**config.mk**
```make
export PLATFORM = sky130hd
export DESIGN_NAME = mstw_front
export DESIGN_NICKNAME = d
export VERILOG_FILES = /design/src/sv/mstw_pkg.sv /design/src/sv/mstw_front.sv
export SDC_FILE = /design/constraint.sdc
export NUM_CORES = 1
export LEC_CHECK = 0
export BUFFER_PORTS_ARGS = -buffer_cell sky130_fd_sc_hd__buf_2
export CORE_MARGIN = 2
export CORE_UTILIZATION = 59
export CTS_BUF_LIST = sky130_fd_sc_hd__clkbuf_4 sky130_fd_sc_hd__clkbuf_8
export DETAILED_ROUTE_END_ITERATION = 8
export HOLD_SLACK_MARGIN = 0.15
export PLACE_DENSITY = 0.82
export SLEW_MARGIN = 20
export SYNTH_ARGS = -nofsm -noshare
export SYNTH_HDL_FRONTEND = slang
export SYNTH_SLANG_ARGS = --single-unit
```
**constraint.sdc**
```tcl
create_clock -name i_clk -period 4.16 [get_ports i_clk]
set_clock_uncertainty 0.2 [all_clocks]
set_input_delay 0.208 -clock i_clk [delete_from_list [all_inputs] [get_ports i_clk]]
set_output_delay 0.208 -clock i_clk [all_outputs]
set_load 0.02 [all_outputs]
```
**src/sv/mstw_pkg.sv**
```systemverilog
`default_nettype none
// ----------------------------------------------------------------------------
// mstw_pkg: shared types and constants
// Widths, item kinds, memory entry layouts and back-end states of the
// minimum spanning tree weight block.
// ----------------------------------------------------------------------------
package mstw_pkg;

    localparam int VTX_BITS    = 7;
    localparam int MAX_VERTICES = 64;
    localparam int KEY_AW      = 6;
    localparam int MAX_EDGES   = 256;
    localparam int EDGE_AW     = 8;
    localparam int FILL_BITS   = 9;
    localparam int WEIGHT_BITS = 16;
    localparam int KEY_BITS    = 17;
    localparam int TOTAL_BITS  = 22;
    localparam int ACC_BITS    = 24;
    localparam int Q_DEPTH     = 4;
    localparam int Q_AW        = 2;

    localparam logic signed [KEY_BITS-1:0] KEY_INF  = 17'sd32768;
    localparam logic signed [ACC_BITS-1:0] TOTAL_HI = 24'sd2097151;
    localparam logic signed [ACC_BITS-1:0] TOTAL_LO = -24'sd2097152;

    typedef enum logic [1:0] {
        K_EDGE,
        K_DROP,
        K_FINISH
    } t_kind;

    typedef struct packed {
        t_kind                   kind;
        logic [VTX_BITS-1:0]     a;
        logic [VTX_BITS-1:0]     b;
        logic [WEIGHT_BITS-1:0]  w;
    } t_cmd;

    typedef struct packed {
        logic [VTX_BITS-1:0]     a;
        logic [VTX_BITS-1:0]     b;
        logic [WEIGHT_BITS-1:0]  w;
    } t_edge;

    typedef struct packed {
        logic                    in_tree;
        logic [KEY_BITS-1:0]     key;
    } t_key;

    typedef enum logic [3:0] {
        B_IDLE,
        B_INIT,
        B_SCAN_RD,
        B_SCAN_CHK,
        B_MARK,
        B_EDGE_RD,
        B_EDGE_CHK,
        B_KEY_CHK,
        B_DONE
    } t_bstate;

endpackage
`default_nettype wire

```
**src/sv/mstw_front.sv**
```systemverilog
`default_nettype none
// ----------------------------------------------------------------------------
// mstw_front: item intake and classification
// Checks edge endpoints against the vertex count and queues each item,
// tagged as a stored edge, a dropped edge or a finish, for the back end.
// ----------------------------------------------------------------------------
module mstw_front
    import mstw_pkg::*;
(
    input  wire logic                   i_clk,
    input  wire logic                   i_rst_n,
    input  wire logic                   push,
    output logic                        full,
    input  wire logic                   i_mode,
    input  wire logic [VTX_BITS-1:0]    i_end_a,
    input  wire logic [VTX_BITS-1:0]    i_end_b,
    input  wire logic [WEIGHT_BITS-1:0] i_edge_weight,
    input  wire logic [VTX_BITS-1:0]    i_vlimit,
    input  wire logic                   i_q_pop,
    output logic                        o_q_empty,
    output t_cmd                        o_q_head
);

    t_cmd             r_q [Q_DEPTH];
    logic [Q_AW-1:0]  r_wp, r_rp;
    logic [Q_AW:0]    r_cnt;
    t_cmd             w_cmd;
    logic             w_push, w_pop, w_bad;

    assign full      = (r_cnt == (Q_AW+1)'(Q_DEPTH));
    assign o_q_empty = (r_cnt == '0);
    assign o_q_head  = r_q[r_rp];
    assign w_push    = push && !full;
    assign w_pop     = i_q_pop && !o_q_empty;

    always_comb begin
        w_bad = (i_end_a == '0) || (i_end_b == '0) ||
                (i_end_a > i_vlimit) || (i_end_b > i_vlimit);
        w_cmd.a = i_end_a;
        w_cmd.b = i_end_b;
        w_cmd.w = i_edge_weight;
        if (i_mode) begin
            w_cmd.kind = K_FINISH;
        end else if (w_bad) begin
            w_cmd.kind = K_DROP;
        end else begin
            w_cmd.kind = K_EDGE;
        end
    end

    always_ff @(posedge i_clk) begin
        if (w_push) begin
            r_q[r_wp] <= w_cmd;
        end
        if (!i_rst_n) begin
            r_wp  <= '0;
            r_rp  <= '0;
            r_cnt <= '0;
        end else begin
            if (w_push) begin
                r_wp <= r_wp + 1'b1;
            end
            if (w_pop) begin
                r_rp <= r_rp + 1'b1;
            end
            if (w_push && !w_pop) begin
                r_cnt <= r_cnt + 1'b1;
            end else if (w_pop && !w_push) begin
                r_cnt <= r_cnt - 1'b1;
            end
        end
    end

endmodule
`default_nettype wire

```
==> flow_metrics.tcl <==
set metrics [dict create \
    path_clk_slew_ns 0.07 \
    ys_seq_area_share_pct 73.3 \
    cap_violations 0 \
    viasPerCell 5.71 \
    n_fill_cell 538 \
    crit_path_top_delay_cell "dfxtp_2" \
    leakagePower_nw 2.38 \
    route.detailed.drc 0 \
    n_antenna_cell 0 \
    clock.fmax_mhz 358 \
    postRouteAntennaNets 0 \
    path_delay_family "flip-flops" \
    die_w_um 100 \
    dp_hpwl_um 5930 \
    core_um2 9150 \
    drive_gt1_share_pct 38.5 \
    layout_commonest_cell "edfxtp_1" \
    netlist.area_leader.share_pct 70.0 \
    finalHoldViolations 0 \
    gp_congestion 0.751 \
    critical_path_required_ns 3.75 \
    worst_ir_drop_vdd_uv 394 \
    num_vias 2888 \
    hold_ws_ns 0.300 \
    final_cell_area_um2 6710 \
    syn_area_um2 5490 \
    crit_buf_inv 2 \
    fp-row-count 35 \
    p_seq_share_pct 46.8 \
    crit_type "flip-flop to output port" \
    grt_pass1_wl_um 15200 \
    ys_ff_latch 137 \
    portBuffers 75 \
    cts_made_buffers 17 \
    die_h_um 100 \
    cellInternalPower_mw 2.75 \
    cpPeakStageDelay_ns 0.87 \
    cts_setup_buffers 0 \
    initial_core_util_pct 60.0 \
    clk_latency_ns 0.42 \
    placed_cells 441 \
    finalSetupViolations 0 \
    setup_tns_ns 0 \
    place_ws_ns 1.66 \
    cp-end-kind "output port" \
    grt_max_degree 33 \
    cts_tree "done" \
    clockBufferDepth 2 \
    p_clk_share_pct 28.0 \
    synthCells 262 \
    drt_first_iter_violations 152 \
    synth_nets 324 \
    yosys_warnings 0 \
    overflow 0 \
    swShare_pct 29.5 \
    stdcell_count 506 \
    drt-total-wl_um 9930 \
    timing.final.crit_share_pct 67.1 \
    min_period_ns 2.79 \
    fin_ws_ns 1.37 \
    tightestPinTransition_ns 0.865 \
    grt_usage_pct 21.0 \
    ys_types 35 \
    cts.sinks 137 \
    dieArea_um2 10100 \
    synth_largest_area_cell "edfxtp_1" \
    p_sw_mw 1.15 \
    fin_util_pct 73.3 \
    startpoint_type "flip-flop" \
    cp.arrival_ns 2.38 \
    rsz0062_at_grt "false" \
    maxSlewHeadroom_pct 42.3 \
    cts_max_level 4 \
    antenna_found_initial 0 \
    syn_avg_cell_area_um2 21.0 \
    crit_chain "buf_4, mux4_2, buf_2" \
    ios 76 \
    final_cell_mix "128 x edfxtp_1, 75 x buf_2, 34 x dlygate4sd3_1" \
    power.density_nw_per_um2 581 \
    pwr-share-comb_pct 25.2 \
    synth_area_leaders "edfxtp_1 70%, mux4_2 13%, ha_1 4.3%" \
    cts_root_buffer "clkbuf_8" \
    first_global_vias 3009 \
    hold_class "primary input to flip-flop" \
    path_max_fanout 22 \
    placed_cell_area_um2 5960 \
    nNetsFinal 445 \
    area_growth_syn_to_layout_pct 22.2 \
    first_pass_iters 4 \
    drv_slew 0 \
    outcome "complete, no violations" \
    power.total_mw 3.90 \
    routedWlPerCell_um 19.6 \
]
==> path summary, 6_finish.rpt <==
| check | from | cells after the start | slack [ns] | end |
|---|---|---|---|---|
| setup / recovery | flip-flop | 3 | 1.37 | o_q_head[30] |
| hold / removal | i_vlimit[6] | 7 | 0.30 | r_q[1][30]$_DFFE_PP_ |
| setup reg to reg | r_cnt[0]$_SDFFE_PN0P_ | 8 | 1.66 | r_cnt[2]$_SDFFE_PN0P_ |
| hold reg to reg | r_cnt[2]$_SDFFE_PN0P_ | 2 | 0.34 | r_cnt[2]$_SDFFE_PN0P_ |
==> state kept, by name, summed over array words and instances, names as in the netlist, named ones only <==
register and count:
r_q 128, r_cnt 3, r_rp 2, r_wp 2
==> timing repair <==
action	4_1_cts	5_1_grt
hold buffers	34	0
endpoints found under the hold margin	137	0
gates resized for setup	0	0
==> logic make-up (layout without fill, tap and decap cells) <==
logic type               after synthesis  count (layout)  synth area share (%)
XOR/XNOR                               5               5                 0.798
AND/OR/NAND/NOR                       31              31                  4.17
flip-flops                           137             137                  73.3
AO/OA/AOI/OAI                         15              15                  1.69
multiplexers                          34              34                  13.5
adder cells (fa/ha/maj)               20              20                  4.69
buffers and inverters                 20             153                  1.87
==> power groups by stage <==
stage               combinational [mW]  sequential [mW]  clock, mW
floorplan                        0.780             1.76          0
global placement                 0.946             1.85          0
detailed placement               0.960             1.86          0
CTS                              0.991             1.83       1.10
global route                      1.06             1.85       1.16
finish                           0.981             1.83       1.09
==> layer usage <==
layer	part of all wire [%]	track usage [%]	wire, um
met5	0	0	0
met4	2.3	7.69	229
met3	4.4	5.41	440
met2	52	35.3	5140
met1	41	26.9	4110
==> Yosys cell counts <==
cell and count:
mux4_2 32, and4_1 1, o221ai_1 1, nand2b_1 1, nor3_2 1, o211ai_2 1
o21ai_1 2, o21ai_0 1, nand3_1 3, ha_1 19, a21boi_1 1, inv_2 1
nand2_1 1, edfxtp_1 128, or3_1 1, buf_6 3, nand4_1 3, nor4_4 1
nor3b_2 1, nor4_2 1, inv_1 11, nor3_1 1, buf_2 4, a41oi_1 1
xor2_1 1, buf_1 1, mux2i_1 2, nor2b_1 3, dfxtp_1 9, fa_1 1
a21oi_1 8, and2_1 9, xnor2_1 4, nand3b_1 3, or4_4 1
==> worst min-delay path, stage by stage <==
cell      delay, ns
buf_2          0.10
inv_1          0.07
ha_1           0.14
a21oi_1        0.04
nand3_1        0.07
o21ai_1        0.07
o211ai_2       0.09
==> layout make-up <==
cell class / instances / area (um^2) / share of cell area, %
clock buffers: 17 / 234 / 3.49
clock inverters: 14 / 174 / 2.59
flip-flops and latches: 137 / 4030 / 60.0
inverters: 12 / 45.0 / 0.671
multi-input cells: 105 / 1370 / 20.4
well taps: 111 / 139 / 2.07
repair buffers: 110 / 723 / 10.8
Power figures use the tool's default switching activity.
